[src/hdl/dmx_pkg.sv]
`default_nettype none
// ----------------------------------------------------------------------------
// Downmix package
// Shared constants, register indexes and the sample sign-extension helper.
// ----------------------------------------------------------------------------
package dmx_pkg;

    // Configuration port shape and register indexes.
    localparam int CFG_IDX_W  = 2;
    localparam int CFG_DATA_W = 4;
    localparam logic [CFG_IDX_W-1:0] REG_SAMPLE_WIDTH  = 2'd0;
    localparam logic [CFG_IDX_W-1:0] REG_CHANNEL_COUNT = 2'd1;

    // Sample width codes.
    localparam logic [1:0] WIDTH_8  = 2'd0;
    localparam logic [1:0] WIDTH_16 = 2'd1;
    localparam logic [1:0] WIDTH_24 = 2'd2;
    localparam logic [1:0] WIDTH_32 = 2'd3;

    // Register reset values.
    localparam logic [1:0] SAMPLE_WIDTH_RST  = WIDTH_16;
    localparam logic [3:0] CHANNEL_COUNT_RST = 4'd2;

    // Stream and divider widths.
    localparam int SAMPLE_W = 32;
    localparam int DIV_W    = 5;   // divisor up to sixteen channels
    localparam int DIGIT_W  = 4;   // radix-16 long division

    // Keeps the low bits of the selected width and sign-extends them.
    function automatic logic [SAMPLE_W-1:0] sext_sample(input logic [SAMPLE_W-1:0] v,
                                                        input logic [1:0] w);
        logic [SAMPLE_W-1:0] r;
        unique case (w)
            WIDTH_8:  r = {{24{v[7]}}, v[7:0]};
            WIDTH_16: r = {{16{v[15]}}, v[15:0]};
            WIDTH_24: r = {{8{v[23]}}, v[23:0]};
            WIDTH_32: r = v;
        endcase
        return r;
    endfunction

endpackage
`default_nettype wire

[src/hdl/dmx_front.sv]
`default_nettype none
// ----------------------------------------------------------------------------
// Downmix front end
// Holds the configuration, accumulates the samples of a frame and pushes the
// finished frame sum with its count, width and end mark into the queue.
// ----------------------------------------------------------------------------
module dmx_front #(
    parameter int MAX_CHANNELS = 8
) (
    input  wire logic                           i_clk,
    input  wire logic                           i_rst_n,
    input  wire logic                           i_cfg_valid,
    output logic                                o_cfg_ready,
    input  wire logic [dmx_pkg::CFG_IDX_W-1:0]  i_cfg_index,
    input  wire logic [dmx_pkg::CFG_DATA_W-1:0] i_cfg_data,
    input  wire logic                           i_smp_valid,
    output logic                                o_smp_ready,
    input  wire logic [dmx_pkg::SAMPLE_W-1:0]   i_smp_data,
    input  wire logic                           i_smp_last,
    output logic                                o_push,
    output logic [dmx_pkg::SAMPLE_W+$clog2(MAX_CHANNELS)+$clog2(MAX_CHANNELS+1)+2:0]
                                                o_push_data,
    input  wire logic                           i_full
);

    localparam int SUM_W = dmx_pkg::SAMPLE_W + $clog2(MAX_CHANNELS);
    localparam int CNT_W = $clog2(MAX_CHANNELS + 1);
    localparam logic [4:0] MAX_CNT = 5'(MAX_CHANNELS);

    logic [1:0]              r_width;
    logic [3:0]              r_count;
    logic signed [SUM_W-1:0] r_sum;
    logic [CNT_W-1:0]        r_chan;

    logic [dmx_pkg::SAMPLE_W-1:0] ext;
    logic signed [SUM_W-1:0]      sum_next;
    logic [4:0]                   cnt5;
    logic [CNT_W-1:0]             cnt_eff;
    logic                         last;
    logic                         accept;

    assign o_cfg_ready = 1'b1;
    // A register write owns its cycle, so no sample beat is taken beside it.
    assign o_smp_ready = !i_full && !i_cfg_valid;
    assign accept      = i_smp_valid && o_smp_ready;

    always_comb begin
        ext      = dmx_pkg::sext_sample(i_smp_data, r_width);
        sum_next = r_sum + SUM_W'($signed(ext));
        if (r_count == 4'd0) begin
            cnt5 = 5'd1;
        end else if ({1'b0, r_count} > MAX_CNT) begin
            cnt5 = MAX_CNT;
        end else begin
            cnt5 = {1'b0, r_count};
        end
        cnt_eff = cnt5[CNT_W-1:0];
        last    = ((CNT_W+1)'(r_chan) + (CNT_W+1)'(1)) >= (CNT_W+1)'(cnt_eff);
    end

    assign o_push      = accept && last;
    assign o_push_data = {i_smp_last, r_width, cnt_eff, sum_next};

    always_ff @(posedge i_clk) begin
        if (!i_rst_n) begin
            r_width <= dmx_pkg::SAMPLE_WIDTH_RST;
            r_count <= dmx_pkg::CHANNEL_COUNT_RST;
            r_sum   <= '0;
            r_chan  <= '0;
        end else if (i_cfg_valid) begin
            // A write to a defined register restarts the frame.
            case (i_cfg_index)
                dmx_pkg::REG_SAMPLE_WIDTH: begin
                    r_width <= i_cfg_data[1:0];
                    r_sum   <= '0;
                    r_chan  <= '0;
                end
                dmx_pkg::REG_CHANNEL_COUNT: begin
                    r_count <= i_cfg_data;
                    r_sum   <= '0;
                    r_chan  <= '0;
                end
                default: begin
                end
            endcase
        end else if (accept) begin
            if (last) begin
                r_sum  <= '0;
                r_chan <= '0;
            end else begin
                r_sum  <= sum_next;
                r_chan <= r_chan + CNT_W'(1);
            end
        end
    end

endmodule
`default_nettype wire

[src/hdl/dmx_queue.sv]
`default_nettype none
// ----------------------------------------------------------------------------
// Downmix frame queue
// Two-entry queue of finished frame sums between the front and back ends.
// ----------------------------------------------------------------------------
module dmx_queue #(
    parameter int DATA_W = 44
) (
    input  wire logic              i_clk,
    input  wire logic              i_rst_n,
    input  wire logic              i_push,
    input  wire logic [DATA_W-1:0] i_push_data,
    output logic                   o_full,
    input  wire logic              i_pop,
    output logic                   o_empty,
    output logic [DATA_W-1:0]      o_pop_data
);

    localparam int DEPTH = 2;
    localparam int PTR_W = $clog2(DEPTH);
    localparam int FIL_W = $clog2(DEPTH + 1);

    logic [DATA_W-1:0] r_mem [DEPTH];
    logic [PTR_W-1:0]  r_wp;
    logic [PTR_W-1:0]  r_rp;
    logic [FIL_W-1:0]  r_fill;

    assign o_full     = r_fill == FIL_W'(DEPTH);
    assign o_empty    = r_fill == '0;
    assign o_pop_data = r_mem[r_rp];

    always_ff @(posedge i_clk) begin
        if (i_push) begin
            r_mem[r_wp] <= i_push_data;
        end
    end

    always_ff @(posedge i_clk) begin
        if (!i_rst_n) begin
            r_wp   <= '0;
            r_rp   <= '0;
            r_fill <= '0;
        end else begin
            if (i_push) begin
                r_wp <= r_wp + PTR_W'(1);
            end
            if (i_pop) begin
                r_rp <= r_rp + PTR_W'(1);
            end
            if (i_push && !i_pop) begin
                r_fill <= r_fill + FIL_W'(1);
            end else if (i_pop && !i_push) begin
                r_fill <= r_fill - FIL_W'(1);
            end
        end
    end

endmodule
`default_nettype wire

[src/hdl/dmx_back.sv]
`default_nettype none
// ----------------------------------------------------------------------------
// Downmix back end
// Divides a frame sum by its channel count one hex digit per cycle, truncates
// toward zero, fits the result to the sample width and holds it for output.
// ----------------------------------------------------------------------------
module dmx_back #(
    parameter int MAX_CHANNELS = 8
) (
    input  wire logic                         i_clk,
    input  wire logic                         i_rst_n,
    input  wire logic                         i_empty,
    output logic                              o_pop,
    input  wire logic [dmx_pkg::SAMPLE_W+$clog2(MAX_CHANNELS)+$clog2(MAX_CHANNELS+1)+2:0]
                                              i_pop_data,
    output logic                              o_out_valid,
    input  wire logic                         i_out_ready,
    output logic [dmx_pkg::SAMPLE_W-1:0]      o_out_data,
    output logic                              o_out_last
);

    localparam int SUM_W = dmx_pkg::SAMPLE_W + $clog2(MAX_CHANNELS);
    localparam int CNT_W = $clog2(MAX_CHANNELS + 1);
    localparam int DG    = dmx_pkg::DIGIT_W;
    localparam int NDIG  = (SUM_W + DG - 1) / DG;
    localparam int QW    = NDIG * DG;
    localparam int DCW   = $clog2(NDIG);
    localparam int DVW   = dmx_pkg::DIV_W;

    typedef enum logic [2:0] {
        S_IDLE = 3'b001,
        S_DIV  = 3'b010,
        S_DONE = 3'b100
    } t_state;

    t_state                       r_state;
    logic [QW-1:0]                r_num;
    logic [DG-1:0]                r_rem;
    logic [DVW-1:0]               r_div;
    logic                         r_neg;
    logic [1:0]                   r_width;
    logic                         r_eob;
    logic [DCW-1:0]               r_dig;
    logic                         r_out_valid;
    logic [dmx_pkg::SAMPLE_W-1:0] r_out_data;
    logic                         r_out_last;

    logic signed [SUM_W-1:0]      ent_sum;
    logic [CNT_W-1:0]             ent_cnt;
    logic [1:0]                   ent_width;
    logic                         ent_eob;
    logic [SUM_W-1:0]             mag;
    logic [2*DG-1:0]              x;
    logic [DG-1:0]                q;
    logic [2*DG:0]                prod;
    logic [2*DG-1:0]              rem_full;
    logic [QW-1:0]                sq;
    logic [dmx_pkg::SAMPLE_W-1:0] res;
    logic                         out_free;

    assign ent_sum   = i_pop_data[SUM_W-1:0];
    assign ent_cnt   = i_pop_data[SUM_W +: CNT_W];
    assign ent_width = i_pop_data[SUM_W+CNT_W +: 2];
    assign ent_eob   = i_pop_data[SUM_W+CNT_W+2];
    assign mag       = ent_sum[SUM_W-1] ? (~ent_sum + SUM_W'(1)) : ent_sum;

    assign out_free  = !r_out_valid || i_out_ready;
    assign o_pop     = (r_state == S_IDLE) && !i_empty;

    // One quotient digit: the partial remainder stays below the divisor, so
    // the digit is found by fifteen independent compares.
    always_comb begin
        x = {r_rem, r_num[QW-1 -: DG]};
        q = '0;
        for (int k = 1; k < (1 << DG); k++) begin
            if ((2*DG+1)'(k) * (2*DG+1)'(r_div) <= (2*DG+1)'(x)) begin
                q = DG'(k);
            end
        end
        prod     = (2*DG+1)'(q) * (2*DG+1)'(r_div);
        rem_full = x - prod[2*DG-1:0];
        sq       = r_neg ? (~r_num + QW'(1)) : r_num;
        res      = dmx_pkg::sext_sample(sq[dmx_pkg::SAMPLE_W-1:0], r_width);
    end

    always_ff @(posedge i_clk) begin
        unique case (r_state)
            S_IDLE: begin
                if (!i_empty) begin
                    r_num   <= QW'(mag);
                    r_rem   <= '0;
                    r_div   <= DVW'(ent_cnt);
                    r_neg   <= ent_sum[SUM_W-1];
                    r_width <= ent_width;
                    r_eob   <= ent_eob;
                    r_dig   <= DCW'(NDIG - 1);
                end
            end
            S_DIV: begin
                r_num <= {r_num[QW-DG-1:0], q};
                r_rem <= rem_full[DG-1:0];
                r_dig <= r_dig - DCW'(1);
            end
            S_DONE: begin
            end
        endcase
        if (r_state == S_DONE && out_free) begin
            r_out_data <= res;
            r_out_last <= r_eob;
        end
    end

    always_ff @(posedge i_clk) begin
        if (!i_rst_n) begin
            r_state     <= S_IDLE;
            r_out_valid <= 1'b0;
        end else begin
            unique case (r_state)
                S_IDLE: begin
                    if (!i_empty) begin
                        r_state <= S_DIV;
                    end
                end
                S_DIV: begin
                    if (r_dig == '0) begin
                        r_state <= S_DONE;
                    end
                end
                S_DONE: begin
                    if (out_free) begin
                        r_state <= S_IDLE;
                    end
                end
            endcase
            if (r_state == S_DONE && out_free) begin
                r_out_valid <= 1'b1;
            end else if (i_out_ready) begin
                r_out_valid <= 1'b0;
            end
        end
    end

    assign o_out_valid = r_out_valid;
    assign o_out_data  = r_out_data;
    assign o_out_last  = r_out_last;

    a_rem_below_div: assert property (@(posedge i_clk) disable iff (!i_rst_n)
        (r_state == S_DIV) |-> ({1'b0, r_rem} < r_div))
        else $error("partial remainder reached the divisor");

    a_div_in_range: assert property (@(posedge i_clk) disable iff (!i_rst_n)
        (r_state != S_IDLE) |-> (r_div != '0 && r_div <= DVW'(MAX_CHANNELS)))
        else $error("divisor out of range");

    a_div_ends: assert property (@(posedge i_clk) disable iff (!i_rst_n)
        (r_state == S_DIV && r_dig == '0) |=> (r_state == S_DONE))
        else $error("division did not finish after its last digit");

endmodule
`default_nettype wire

[src/hdl/multichannel_to_mono_downmix_unit.sv]
`default_nettype none
// Throughput: one sample per cycle while the queue has room and no register write is
// offered; the radix-16 divider in the back end takes one frame at a time and pops
// the next only once the last result is in its output register, with two frames queued.
// Reset: synchronous, active low; sample width 16 bit, two channels, empty frame.
// ----------------------------------------------------------------------------
// Multichannel to mono downmix unit
// Averages the interleaved channel samples of each frame into one mono sample.
// ----------------------------------------------------------------------------
module multichannel_to_mono_downmix_unit #(
    parameter int MAX_CHANNELS = 8
) (
    input  wire logic                           i_clk,
    input  wire logic                           i_rst_n,
    input  wire logic                           i_cfg_valid,
    output logic                                o_cfg_ready,
    input  wire logic [dmx_pkg::CFG_IDX_W-1:0]  i_cfg_index,
    input  wire logic [dmx_pkg::CFG_DATA_W-1:0] i_cfg_data,
    input  wire logic                           s_axis_tvalid,
    output logic                                s_axis_tready,
    input  wire logic [31:0]                    s_axis_tdata,  // [31:0] sample_value
    input  wire logic                           s_axis_tlast,  // end_of_block
    output logic                                m_axis_tvalid,
    input  wire logic                           m_axis_tready,
    output logic [31:0]                         m_axis_tdata,  // [31:0] mono_value
    output logic                                m_axis_tlast   // block_done
);

    localparam int ENT_W = dmx_pkg::SAMPLE_W + $clog2(MAX_CHANNELS)
                         + $clog2(MAX_CHANNELS + 1) + 3;

    logic             push;
    logic [ENT_W-1:0] push_data;
    logic             full;
    logic             pop;
    logic             empty;
    logic [ENT_W-1:0] pop_data;

    dmx_front #(
        .MAX_CHANNELS (MAX_CHANNELS)
    ) u_front (
        .i_clk       (i_clk),
        .i_rst_n     (i_rst_n),
        .i_cfg_valid (i_cfg_valid),
        .o_cfg_ready (o_cfg_ready),
        .i_cfg_index (i_cfg_index),
        .i_cfg_data  (i_cfg_data),
        .i_smp_valid (s_axis_tvalid),
        .o_smp_ready (s_axis_tready),
        .i_smp_data  (s_axis_tdata),
        .i_smp_last  (s_axis_tlast),
        .o_push      (push),
        .o_push_data (push_data),
        .i_full      (full)
    );

    dmx_queue #(
        .DATA_W (ENT_W)
    ) u_queue (
        .i_clk       (i_clk),
        .i_rst_n     (i_rst_n),
        .i_push      (push),
        .i_push_data (push_data),
        .o_full      (full),
        .i_pop       (pop),
        .o_empty     (empty),
        .o_pop_data  (pop_data)
    );

    dmx_back #(
        .MAX_CHANNELS (MAX_CHANNELS)
    ) u_back (
        .i_clk       (i_clk),
        .i_rst_n     (i_rst_n),
        .i_empty     (empty),
        .o_pop       (pop),
        .i_pop_data  (pop_data),
        .o_out_valid (m_axis_tvalid),
        .i_out_ready (m_axis_tready),
        .o_out_data  (m_axis_tdata),
        .o_out_last  (m_axis_tlast)
    );

endmodule
`default_nettype wire

[config.mk]
export PLATFORM = sky130hd
export DESIGN_NAME = multichannel_to_mono_downmix_unit
export DESIGN_NICKNAME = d
export VERILOG_FILES = /design/src/hdl/dmx_pkg.sv /design/src/hdl/dmx_front.sv /design/src/hdl/dmx_queue.sv /design/src/hdl/dmx_back.sv /design/src/hdl/multichannel_to_mono_downmix_unit.sv
export SDC_FILE = /design/constraint.sdc
export NUM_CORES = 1
export LEC_CHECK = 0
export BUFFER_PORTS_ARGS = -buffer_cell sky130_fd_sc_hd__clkbuf_2
export CORE_MARGIN = 4
export CORE_UTILIZATION = 32
export DETAILED_ROUTE_END_ITERATION = 8
export SLEW_MARGIN = 10
export SYNTH_ARGS = -nofsm -noshare
export SYNTH_HDL_FRONTEND = slang
export SYNTH_SLANG_ARGS = --single-unit
[constraint.sdc]
create_clock -name i_clk -period 13.8 [get_ports i_clk]
set_input_delay 1.38 -clock i_clk [delete_from_list [all_inputs] [get_ports i_clk]]
set_output_delay 1.38 -clock i_clk [all_outputs]
set_load 0.03 [all_outputs]
# Word-level counts from Yosys, hierarchy flattened
# Memory sizes are Yosys's and may differ from the RTL's. A register that Yosys moved wholly into a read port is not among the register bits.
# Cells that the tools add are included.
dict set report word_totals {
  regBits 138
  ramBits 84
  inputBits 44
  output_inout_bits 36
  wordCells 155
  mem_count 1
}
# name words word_bits read_ports rd_clocked_by_memory_dff wr line_no
set mem_list {}
lappend mem_list {u_queue.r_mem 2 42 1 1 1 dmx_queue.sv:23} ;# logic [DATA_W-1:0] r_mem [DEPTH];
dict set report op_classes {
  add_sub_neg 11
  multipliers 12
  magnitude_cmp 17
  eq_ne 15
  muxes 47
  n_bitwise 3
  reduce_logical 31
}
# operator n
set op_table {}
lappend op_table {{case mux 32 bit (4 select lines)} 2}
lappend op_table {{two-way mux 35 bit} 5}
lappend op_table {{case mux 36 bit (2 select lines)} 1}
lappend op_table {{two-way mux 4 bit} 16}
lappend op_table {{less-or-equal comparator 8 bit} 7}
lappend op_table {{two-way mux 36 bit} 1}
lappend op_table {{adder 35 x 2 -> 35 bit (second input constant)} 1}
lappend op_table {{adder 35 x 32 -> 35 bit} 1}
lappend op_table {{inverter 35 bit} 1}
lappend op_table {{adder 32 x 1 -> 32 bit (second input constant)} 1}
lappend op_table {{less-or-equal comparator 7 x 8 -> 1 bit} 4}
lappend op_table {{multiplier 4 x 4 -> 8 bit (first input constant)} 4}
lappend op_table {{two-way mux 32 bit} 1}
lappend op_table {{inverter 32 bit} 1}
lappend op_table {{multiplier 3 x 4 -> 7 bit (first input constant)} 4}
lappend op_table {{two-way mux 3 bit} 7}
lappend op_table {{multiplier 2 x 4 -> 6 bit (first input constant)} 3}
lappend op_table {{less-or-equal comparator 6 x 8 -> 1 bit} 2}
lappend op_table {{case mux 4 bit (2 select lines)} 2}
lappend op_table {{== test 2 bit (second input constant)} 5}
lappend op_table {{AND reduction 2 bit} 5}
lappend op_table {{case mux 3 bit (3 select lines)} 1}
lappend op_table {{less-or-equal comparator 4 x 8 -> 1 bit} 1}
lappend op_table {{less-or-equal comparator 5 x 8 -> 1 bit} 1}
lappend op_table {{27 further kinds} 59}

# Longest topological paths before layout
# Gate-level depths: netlist (run 1).
dict set report logic_depth {
  depth_word 19
  depth_mapped 29
  ltp_nobuf 29
}

# Modules after synthesis
# From an unflattened synthesis (run 1), not the netlist that was laid out.
dict set report unflattened {
  cells_unflattened 1532
  area_unflattened_um2 15593.7
}
# mod n_inst cells_each area_per_inst_um2 seq_area_each_um2
set modules_own_cells {}
lappend modules_own_cells {dmx_back 1 835 8075.2 2632.5}
lappend modules_own_cells {dmx_front 1 544 4269.1 900.9}
lappend modules_own_cells {dmx_queue 1 153 3249.4 2622.5}

# Least setup slack after synthesis (run 1)
# OpenSTA, ideal clock, no wires.
dict set report synth_path {
  kind {register to register}
  start {register u_back.r_div[2]}
  end {register u_back.r_rem[3], data pin}
  setup_ns 0.265
  arrival_ns 6.304
  required_ns 13.535
  setup_slack_ns 7.231
  stages_incl_launch_ff 30
  path_buffers 0
  period_less_slack_ns 6.569
  cell_sequence {edfxtp_1 fa_1 xor2_1 ha_1 ha_1 a21o_1 a21oi_1 nor2b_1 nand2b_1 a21oi_1 xnor2_1 ha_1 nand3_1 a31oi_1 o22ai_1 a2111o_1 a31oi_1 nor3_1 ha_1 xnor2_1 xnor2_1 inv_1 ha_1 or2_2 a21o_1 a21oi_1 xnor2_1 xnor2_1 xnor3_1 mux2i_1}
}
dict set report synth_via {
  elab_chain_cells 19
  elab_cells_between_ends 44
  cone_classes {add/sub (1); mul (12); order compare (15); mux (16)}
}
# item line_no
set synth_rtl {}
lappend synth_rtl {{start, declared} dmx_back.sv:39} ;# logic [DVW-1:0] r_div;
lappend synth_rtl {{start signal, assigned} dmx_back.sv:92} ;# r_div <= DVW'(ent_cnt);
lappend synth_rtl {{branches (longest 16 deep; another with less-or-equal comparator 6 x 8 -> 1 bit)} -}
lappend synth_rtl {{multiplier 4 x 4 -> 4 bit *} dmx_back.sv:80} ;# prod = (2*DG+1)'(q) * (2*DG+1)'(r_div);
lappend synth_rtl {{subtractor 4 bit *} dmx_back.sv:81} ;# rem_full = x - prod[2*DG-1:0];
lappend synth_rtl {{case mux 4 bit (2 select lines) *} dmx_back.sv:87} ;# unique case (r_state)
lappend synth_rtl {{end signal, assigned} dmx_back.sv:101} ;# r_rem <= rem_full[DG-1:0];
lappend synth_rtl {{end, declared} dmx_back.sv:38} ;# logic [DG-1:0] r_rem;
# Mark *: on every way between the ends.
# A chain may end at the register's enable or synchronous reset.

# Final worst setup path (run 1)
dict set report layout_path {
  start {register u_back.r_div[3]}
  end {register u_back.r_rem[3], data pin}
}
# Same word-level chain as after synthesis.

==> results of run 1 <==
## power by group
part           total (µW)  switching, µW  internal, µW
Sequential           1060            132           928
Clock                 694            275           419
Combinational        2110           1200           905
## synth_stat cells (7+ instances only)
library cell | number | area [µm²]
a211oi_1 | 7 | 52.6
a21o_1 | 28 | 210
a21oi_1 | 118 | 591
a22o_1 | 14 | 123
a22oi_1 | 21 | 158
a31o_2 | 7 | 61.3
a31oi_1 | 13 | 81.3
and2_1 | 13 | 81.3
and3_1 | 12 | 75.1
clkbuf_1 | 42 | 158
dfxtp_1 | 54 | 1080
edfxtp_1 | 169 | 5070
fa_1 | 14 | 280
ha_1 | 158 | 1980
inv_1 | 74 | 278
mux2_2 | 12 | 135
mux2i_1 | 35 | 350
nand2_1 | 152 | 571
nand2b_1 | 17 | 106
nand3_1 | 33 | 165
nand4_1 | 12 | 75.1
nor2_1 | 64 | 240
nor2b_1 | 38 | 238
nor3_1 | 19 | 95.1
nor3b_1 | 9 | 67.6
nor4_1 | 7 | 43.8
o21a_1 | 14 | 105
o21ai_0 | 99 | 495
o21bai_1 | 8 | 60.1
o31ai_1 | 15 | 113
or3_1 | 12 | 75.1
xnor2_1 | 72 | 631
xor2_1 | 54 | 473
## kinds of logic after synthesis
family / Yosys count / share of synthesized area, %
simple gates: 412 / 13.5
compound gates: 403 / 16.9
flops: 223 / 40.8
fa+ha+maj: 172 / 15.0
xor+xnor: 127 / 7.46
buf+inv: 124 / 3.14
mux: 47 / 3.22
other cells: 1 / 0.0249
## flip-flops by register name, indices dropped and copies added (netlist names), 3 cells and up, named ones only
name,count
u_back.r_dig,4
u_back.r_rem,4
u_front.r_count,4
u_queue.r_mem,84
u_front.r_chan,4
u_back.r_state,3
u_back.r_div,4
u_back.r_num,36
u_front.r_sum,35
u_back.o_out_data,32
## cell type report
class | instances | area, µm² | share of cell area [%]
Inverter | 74 | 278 | 1.63
Clock buffer | 33 | 708 | 4.16
Multi-Input combinational cell | 1162 | 8490 | 49.9
Tap cell | 607 | 759 | 4.47
Sequential cell | 223 | 6160 | 36.2
Timing Repair Buffer | 86 | 450 | 2.65
Clock inverter | 15 | 163 | 0.957
## per-layer routing
layer | GRT usage, % | wire, µm
met2 | 22.6 | 16500
met4 | 2.63 | 511
met3 | 1.64 | 1120
met1 | 20.2 | 18000
met5 | 0 | 0
## worst max-delay path by stage
stage / start / end / slack [ns] / cells past startpoint
after floorplan: u_back.r_div[2]$_DFFE_PP_ / u_back.r_rem[3]$_SDFFCE_PN0P_ / 7.23 / 29
after global placement: u_back.r_div[3]$_DFFE_PP_ / u_back.r_rem[3]$_SDFFCE_PN0P_ / 6.64 / 29
after detailed placement: u_back.r_div[2]$_DFFE_PP_ / u_back.r_rem[3]$_SDFFCE_PN0P_ / 6.41 / 29
after CTS: u_back.r_div[3]$_DFFE_PP_ / u_back.r_rem[3]$_SDFFCE_PN0P_ / 6.36 / 29
after global routing: u_back.r_div[2]$_DFFE_PP_ / u_back.r_rem[3]$_SDFFCE_PN0P_ / 5.86 / 29
final: u_back.r_div[3]$_DFFE_PP_ / u_back.r_rem[3]$_SDFFCE_PN0P_ / 6.35 / 29
## stage by stage
step / cells / power [µW] / worst slack (ns) / utilization, % / hold WS [ns]
after floorplan: 1509 / 2660 / 7.23 / - / 0.400
after CTS: 2200 / 3880 / 6.36 / 36.5 / 0.458
after global routing: 2200 / 4200 / 5.86 / 36.5 / 0.455
after global placement: 2152 / 3080 / 6.64 / 34.7 / 0.437
after detailed placement: 2152 / 3170 / 6.41 / 34.7 / 0.441
final: 2200 / 3860 / 6.35 / 36.5 / 0.458
## worst max-delay path, delay by kind of cell (launching register included)
family / cells / cell delay (ns)
multiplexers: 1 / 0.13
XOR/XNOR: 7 / 1.36
AND/OR/NAND/NOR: 5 / 0.74
buffers and inverters: 1 / 0.07
flip-flops: 1 / 0.91
AO/OA/AOI/OAI: 9 / 1.90
adder cells (fa/ha/maj): 6 / 2.07
==> qor.yml, run 1 <==
placement:
  gp_congestion: 0.862
  post_dp_cell_area_mm2: 0.0161
  hpwl_mm: 27.4
  port_buffers: 78
layout:
  final_common_cell: "edfxtp_1"
  drive_above_1_share_pct: 10.5
  n_antenna_cell: 0
  final_nets: 1789
  most-common-layout-cells: "edfxtp_1 (169), ha_1 (158), nand2_1 (151), a21oi_1 (117), o21ai_0 (99)"
  area_growth_pct: 12.7
  fillCellCount: 4609
  stdcell_area_mm2: 0.0170
synth:
  ys_async_sr_fraction_pct: 0
  synthesis.yosys.warnings: 0
  avgSynthCellArea_um2: 10.0
  netlist_area_mm2: 0.0151
  synth_cells: 1509
  ys.flop_type: "edfxtp_1"
  synth_edf_count: 169
  yosysSeqAreaShare_pct: 40.8
  synth_seq_cells: 223
  syn_nets: 1725
  synth.distinct_cells: 78
min_path:
  hold_end: "u_back.o_out_last$_DFFE_PP_"
  hold_class: "flip-flop to flip-flop"
  hold_path.startpoint: "u_back.r_eob$_DFFE_PP_"
  hold_depth: 0
clocking:
  cts_root_buffer: "clkbuf_16"
  postCtsSetupBuffers: 0
  holdBufCountCts: 0
  clkLatencyLatePin_ns: 0.53
  postCtsResizedCells: 0
  cts_buffers: 26
  clk_path_buf_depth: 3
  htree_levels: 1
  clock-sinks: 223
  clk_pin_slew_ns: 0.07
  cts_tree: "yes"
power:
  p_leak_uw: 0.00678
  vdd_drop_max_v: 0.000181
  powerDensity_mw_per_mm2: 227
status:
  outcome: "complete, no violations"
routing:
  drt_iter0_drc: 696
  first_pass_iters: 5
  drc: 0
  routed_wirelength_mm: 36.1
  vias_per_cell: 5.09
  final_antenna_net_count: 0
  routedWlPerCell_um: 16.4
  vias: 11200
floorplan:
  floorplan.die_area_mm2: 0.0507
  io_pins: 80
  start_util_pct: 32.4
  core_mm2: 0.0466
  die_height_um: 225
  dieWidth_um: 225
  rows: 79
sta:
  tns_ns: 0
  finClkSkew_ns: 0.0206
  fin_crit_ns: 7.45
  timing.final.hold_violations: 0
  drv_slew: 0
  setup_viol: 0
  fmax_mhz: 134
  worstMarginPinSlew_ns: 1.05
  relSlewSlack_pct: 30.0
  period_share_pct: 54.0
  rsz0062_at_grt: "no"
flow_run:
  drv_cap: 0
setup_path:
  critPathMaxStageDelay_ns: 0.91
  end_kind: "flip-flop"
  worstSetupStartpointType: "flip-flop"
  reg2reg_depth: 29
  path_class: "flip-flop to flip-flop"
  reg2reg_from: "u_back.r_div[3]$_DFFE_PP_"
  crit_arrival_ns: 7.70
  required_ns: 14.04
  ff2ff_setup_slack_ns: 6.35
  r2r_end: "u_back.r_rem[3]$_SDFFCE_PN0P_"
  slowest_stage: "edfxtp_1"
  cp_max_fo: 17
global_route:
  gr-usage-all-layers_pct: 13.9
  grt_max_degree: 66
  grt_pass1_vias: 11100
  antenna_found_initial: 0
  grt_overflow: 0
  grt_pass1_wl_mm: 58.4
Power figures use the tool's default switching activity.
==> run 2, diff against run 1 <==
==> constraint.sdc (replaced) <==
create_clock -name i_clk -period 6.95 [get_ports i_clk]
set_input_delay 0.695 -clock i_clk [delete_from_list [all_inputs] [get_ports i_clk]]
set_output_delay 0.695 -clock i_clk [all_outputs]
set_load 0.03 [all_outputs]
==> run 2 against run 1 <==
  * Non-clock buffer count increased by 10
  * Critical path depth decreased by 5
  * Hold slack got worse by 0.069 ns
  * Via count increased by 0.41%
  * Routed wire length decreased by 0.75%
  * Final area increased by 0.60%
  * Power increased by 98%
  * Clock skew increased by 0.0034 ns
  * Register-to-register slack got worse by 5.9 ns
  * First-iteration DRC count decreased by 19%
  * Setup slack got worse by 5.9 ns
  * Core utilization increased by 0.22 points
  * Largest cell class unchanged
  * Highest routed layer unchanged
==> qor.yml, run 2 (synthesized netlist as in run 1, its figures left out) <==
status:
  outcome: "complete, no violations"
placement:
  gp_congestion: 0.875  # +1.5%
  hpwl_mm: 27.3  # -0.30%
  port_buffers: 78  # unchanged
  dp_cells: 2161  # +0.42%
floorplan:
  dieWidth_um: 225  # unchanged
  start_util_pct: 32.4  # unchanged
  floorplan.die_area_mm2: 0.0507  # unchanged
  rows: 79  # unchanged
  core_mm2: 0.0466  # unchanged
  die_height_um: 225  # unchanged
  io_pins: 80  # unchanged
layout:
  fillCellCount: 4588  # -0.46%
  regMostFlops: "u_queue.r_mem"
  seq_area_mm2: 0.00616  # unchanged
  largest_register_ffs: 84  # unchanged
  drive_above_1_share_pct: 11.5  # +1.0 points
  top_regs: "u_queue.r_mem: 84 flops, u_back.r_num: 36 flops, u_front.r_sum: 35 flops"
  most-common-layout-cells: "edfxtp_1 (169), ha_1 (158), nand2_1 (151), a21oi_1 (116), o21ai_0 (98)"
  area_growth_pct: 13.4
  final_nets: 1799  # +0.56%
  final_cells: 2210  # +0.45%
  n_antenna_cell: 0  # unchanged
  multi_input_area_mm2: 0.00851  # +0.29%
  final_common_cell: "edfxtp_1"
global_route:
  gr-usage-all-layers_pct: 13.8  # -0.13 points
  antenna_found_initial: 0  # unchanged
  grt_overflow: 0  # unchanged
  grt_pass1_vias: 11000  # -0.59%
  grt_max_degree: 66  # unchanged
  grt_pass1_wl_mm: 57.8  # -0.90%
routing:
  first_pass_iters: 5  # unchanged
  drt_iter0_drc: 565  # -19%
  drc: 0  # unchanged
  final_antenna_net_count: 0  # unchanged
  routedWlPerCell_um: 16.2  # -1.2%
  vias: 11200  # +0.41%
  routed_wirelength_mm: 35.8  # -0.75%
  vias_per_cell: 5.09  # about the same
clocking:
  cts_tree: "yes"
  cts_buffers: 26  # unchanged
  clk_path_buf_depth: 3  # unchanged
  clk_pin_slew_ns: 0.07  # about the same
  clkLatencyLatePin_ns: 0.54  # about the same
  holdBufCountCts: 0  # unchanged
  cts_root_buffer: "clkbuf_16"
  clock-sinks: 223  # unchanged
  htree_levels: 1  # unchanged
setup_path:
  worst-path-buf-inv: 2  # +1
  crit_top_cell: "xnor2_1"
  slowest_stage: "a2111oi_0"
  critPathMaxStageDelay_ns: 0.55  # -0.36 ns
  worstSetupStartpointType: "flip-flop"
  cp_max_fo: 14  # -3
  cp_top_family: "adder cells"
  required_ns: 7.23  # -6.81 ns
  cp_cell_sequence: "buf_4 > fa_1 > ha_1 > fa_1 > xnor2_1 > ha_1 > a2111oi_0 > a311o_1 > a21oi_1 > o21ai_0 > a31oi_4 > nor3_1 > ha_1 > xnor2_1 > xnor2_1 > inv_1 > ha_1 > or2_2 > a21o_1 > a21oi_1 > xnor2_1 > xnor2_1 > xnor3_1 > mux2i_1"
  crit_arrival_ns: 6.75  # -0.95 ns
  path_class: "flip-flop to flip-flop"
  end_kind: "flip-flop"
power:
  p_leak_uw: 0.00684  # +0.87%
  powerDensity_mw_per_mm2: 447  # +97%
  vdd_drop_max_v: 0.000325  # +80%
sta:
  worstMarginPinSlew_ns: 1.01  # -0.0364 ns
  rsz0062_at_grt: "no"
  drv_slew: 0  # unchanged
  relSlewSlack_pct: 32.6  # +2.7 points
  fmax_mhz: 154  # +15%
  timing.final.hold_violations: 0  # unchanged
  period_share_pct: 93.2  # +39 points
  fin_crit_ns: 6.48  # -0.979 ns
  setup_viol: 0  # unchanged
  tns_ns: 0  # unchanged
  finClkSkew_ns: 0.0240  # +0.00338 ns
flow_run:
  drv_cap: 0  # unchanged
min_path:
  hold_class: "input pin to flip-flop"
-- run 2: report_power, final --
part / switching (µW) / total [µW] / internal [µW]
clock: 553 / 1380 / 823
combinational: 2390 / 4170 / 1780
sequential: 256 / 2100 / 1840
total: 3200 / 7640 / 4440
-- run 2: layout make-up --
| type | instances | area share, % |
|---|---|---|
| multi-input cells | 1162 | 49.8 |
| flip-flops and latches | 223 | 36.0 |
| well taps | 607 | 4.44 |
| clock buffers | 32 | 4.05 |
| repair buffers | 96 | 3.07 |
| inverters | 74 | 1.62 |
| clock inverters | 16 | 1.05 |
-- run 2: path summary, 6_finish.rpt --
| path | from | end | slack (ns) | cells after the start |
|---|---|---|---|---|
| worst max-delay path | u_back.r_div[1]$_DFFE_PP_ | u_back.r_rem[3]$_SDFFCE_PN0P_ | 0.47 | 24 |
| worst max register to register | u_back.r_div[1]$_DFFE_PP_ | u_back.r_rem[3]$_SDFFCE_PN0P_ | 0.47 | 24 |
| worst min register to register | u_back.r_eob$_DFFE_PP_ | u_back.o_out_last$_DFFE_PP_ | 0.42 | 0 |
| worst min-delay path | s_axis_tlast | u_queue.r_mem[1][41]$_DFFE_PP_ | 0.39 | 1 |
-- run 2: metrics by stage --
step	setup WS (ns)	util [%]	power, µW	hold WS (ns)	cell area (µm²)
after floorplan	0.381	-	5280	0.400	15100
after global placement	0.276	34.8	6140	0.410	16200
after detailed placement	0.139	34.8	6310	0.407	16200
after CTS	0.118	36.7	7710	0.379	17100
after global routing	0.111	36.7	8330	0.380	17100
final	0.474	36.7	7640	0.389	17100
-- run 2: routing by layer --
metal  GRT usage [%]  vias to the layer above  part of all wire (%)
met3            1.60                       52                   3.5
met2            22.7                      188                    45
met5               0                        -                     0
met4            3.14                        0                   2.1
li1                -                     5681                     -
met1            19.5                     5321                    49
-- run 2: timing repair --
item	in CTS	in global routing
setup endpoints to repair	0	1
gates resized for setup	0	6
buffers inserted	0	1
==> run 3, diff against run 2 <==
--- a/config.mk
+++ b/config.mk
@@ -6,7 +6,7 @@
 export NUM_CORES = 1
 export LEC_CHECK = 0
 export BUFFER_PORTS_ARGS = -buffer_cell sky130_fd_sc_hd__clkbuf_2
-export CORE_MARGIN = 4
+export CORE_MARGIN = 2
 export CORE_UTILIZATION = 32
 export DETAILED_ROUTE_END_ITERATION = 8
 export SLEW_MARGIN = 10
==> run 3 against run 2 <==
  * Highest routed layer unchanged
  * Power rose by 1.7%
  * Sequential share of layout area fell by 0.073 points
  * Critical endpoint unchanged
  * Combinational power rose by 2%
  * Sequential power barely moved
  * Setup slack got worse by 0.14 ns
  * Flip-flop and latch count did not move
  * Clock skew rose by 0.00058 ns
==> qor.yml, run 3 (synthesized netlist as in run 1, its figures left out) <==
layout:
  seq_area_mm2: 0.00616  # unchanged
  final_common_cell: "edfxtp_1"
  final_nets: 1798  # -0.056%
  regMostFlops: "u_queue.r_mem"
  area_growth_pct: 13.6
  multi_input_area_mm2: 0.00853  # +0.15%
  final_cells: 2208  # -0.090%
  fillCellCount: 4598  # +0.22%
  n_antenna_cell: 0  # unchanged
  largest_register_ffs: 84  # unchanged
  stdcell_area_mm2: 0.0171  # +0.20%
  fin_util_pct: 36.8  # +0.075 points
  drive_above_1_share_pct: 11.5  # +0.014 points
  top_regs: "u_queue.r_mem: 84 flops, u_back.r_num: 36 flops, u_front.r_sum: 35 flops"
  most-common-layout-cells: "edfxtp_1 (169), ha_1 (158), nand2_1 (151), a21oi_1 (116), o21ai_0 (98)"
global_route:
  grt_max_degree: 66  # unchanged
  top_usage_layer: "met2"
  grt_use_met3_pct: 1.51  # -0.088 points
  grt_overflow: 0  # unchanged
  antenna_found_initial: 0  # unchanged
  grt_pass1_wl_mm: 58.0  # +0.29%
  grt.met2_usage_pct: 23.9  # +1.2 points
  gr-usage-all-layers_pct: 14.4  # +0.60 points
  grt_use_met1_pct: 20.0  # +0.44 points
  grt_pass1_vias: 11100  # +0.55%
routing:
  final_antenna_net_count: 0  # unchanged
  first_pass_iters: 5  # unchanged
  drc: 0  # unchanged
  drt_iter0_drc: 713  # +26%
  vias: 11200  # -0.036%
  routedWlPerCell_um: 16.3  # +0.26%
  routed_wirelength_mm: 35.9  # +0.16%
  vias_per_cell: 5.09  # about the same
sta:
  timing.final.hold_violations: 0  # unchanged
  tns_ns: 0  # unchanged
  rsz0062_at_grt: "no"
  relSlewSlack_pct: 31.7  # -0.91 points
  worstMarginPinSlew_ns: 1.02  # +0.0136 ns
  setup_viol: 0  # unchanged
  drv_slew: 0  # unchanged
  fin_crit_ns: 6.62  # +0.140 ns
  period_share_pct: 95.2  # +2.0 points
  fmax_mhz: 151  # -2.1%
  finClkSkew_ns: 0.0246  # +0.000582 ns
clocking:
  cts_root_buffer: "clkbuf_16"
  clkLatencyLatePin_ns: 0.52  # -0.02 ns
  cts_tree: "yes"
  clock-sinks: 223  # unchanged
  htree_levels: 1  # unchanged
  clk_pin_slew_ns: 0.06  # about the same
  clk_path_buf_depth: 3  # unchanged
  cts_buffers: 25  # -3.8%
  holdBufCountCts: 0  # unchanged
power:
  power.switching_uw: 3200  # -0.13%
  power_uw: 7770  # +1.7%
  vdd_drop_max_v: 0.000306  # -5.9%
  p_leak_uw: 0.00686  # +0.28%
  powerDensity_mw_per_mm2: 454  # +1.5%
  intPower_uw: 4580  # +3.1%
  swShare_pct: 41.1  # -0.77 points
  clockPowerShare_pct: 18.3  # +0.3 points
  combPwrFrac_pct: 54.7  # about the same
  sequentialPowerShare_pct: 27.0  # -0.4 points
setup_path:
  path_class: "flip-flop to flip-flop"
  ff2ff_setup_slack_ns: 0.33  # -0.14 ns
  endpoint: "u_back.r_rem[3]$_SDFFCE_PN0P_"
  slowest_stage: "fa_2"
  cp_max_fo: 5  # -9
  reg2reg_from: "u_back.r_div[2]$_DFFE_PP_"
  startpoint: "u_back.r_div[2]$_DFFE_PP_"
  crit_arrival_ns: 6.86  # +0.11 ns
  required_ns: 7.20  # -0.03 ns
  worstSetupStartpointType: "flip-flop"
  r2r_end: "u_back.r_rem[3]$_SDFFCE_PN0P_"
  crit_top_cell: "ha_1"
  critPathMaxStageDelay_ns: 0.62  # +0.07 ns
  reg2reg_depth: 29  # +21%
  end_kind: "flip-flop"
floorplan:
  rows: 79  # unchanged
  start_util_pct: 32.4  # unchanged
  die_height_um: 221  # -1.8%
  core_mm2: 0.0466  # unchanged
  floorplan.die_area_mm2: 0.0489  # -3.5%
  dieWidth_um: 221  # -1.8%
  io_pins: 80  # unchanged
min_path:
  hold_class: "input pin to flip-flop"
flow_run:
  drv_cap: 0  # unchanged
status:
  outcome: "complete, no violations"
placement:
  dp_cells: 2160  # -0.046%
  gp_congestion: 0.923  # +5.5%
  hpwl_mm: 27.4  # +0.33%
  post_dp_cell_area_mm2: 0.0162  # about the same
  port_buffers: 78  # unchanged
-- run 3: metrics by stage --
| stage | hold slack [ns] | setup slack, ns |
|---|---|---|
| global route | 0.367 | 0.0110 |
| CTS | 0.356 | 0.0337 |
| finish | 0.376 | 0.334 |
| detailed placement | 0.412 | 0.0668 |
| global placement | 0.409 | 0.287 |
| floorplan | 0.400 | 0.381 |
-- run 3: worst min-delay path by stage --
stage	slack, ns	startpoint	cells after the start	end
after global routing	0.37	s_axis_tlast	1	u_queue.r_mem[0][41]$_DFFE_PP_
after floorplan	0.40	u_back.r_eob$_DFFE_PP_	0	u_back.o_out_last$_DFFE_PP_
after global placement	0.41	u_back.r_eob$_DFFE_PP_	0	u_back.o_out_last$_DFFE_PP_
final	0.38	s_axis_tlast	1	u_queue.r_mem[0][41]$_DFFE_PP_
after CTS	0.36	s_axis_tlast	1	u_queue.r_mem[0][41]$_DFFE_PP_
after detailed placement	0.41	u_back.r_eob$_DFFE_PP_	0	u_back.o_out_last$_DFFE_PP_
-- run 3: worst max-delay path: cells and delay by family, from the launching register on --
kind	cells	cell delay, ns
adder cells (fa/ha/maj)	6	2.04
AO/OA/AOI/OAI	9	1.77
XOR/XNOR	7	1.24
AND/OR/NAND/NOR	5	0.71
flip-flops	1	0.42
multiplexers	1	0.13
buffers and inverters	1	0.06
-- run 3: final cells by class --
cell class	instances	share of cell area, %
multi-input combinational	1162	49.7
inverter	74	1.62
tap	607	4.43
timing repair buffer	96	3.07
clock buffer	31	3.90
sequential	223	35.9
clock inverter	15	1.32
-- run 3: power by group through the flow --
| stage | Clock [µW] | Sequential (µW) | Combinational, µW |
|---|---|---|---|
| after floorplan | 0 | 2060 | 3220 |
| after CTS | 1450 | 2110 | 4190 |
| final | 1420 | 2100 | 4250 |
| after global routing | 1500 | 2140 | 4790 |
| after global placement | 0 | 2120 | 4020 |
| after detailed placement | 0 | 2130 | 4170 |
-- run 3: repair_timing --
| item | in CTS | in global routing |
|---|---|---|
| endpoints found under the setup margin | 0 | 1 |
| resized for setup | 0 | 8 |
| setup buffers | 0 | 2 |
-- run 3: metal layers --
metal / vias to the layer above / share of wire, % / wire (µm)
met1: 5285 / 49 / 17600
met2: 207 / 46 / 16400
met3: 60 / 3.5 / 1270
met5: - / 0 / 0
li1: 5686 / - / -
met4: 0 / 1.9 / 695
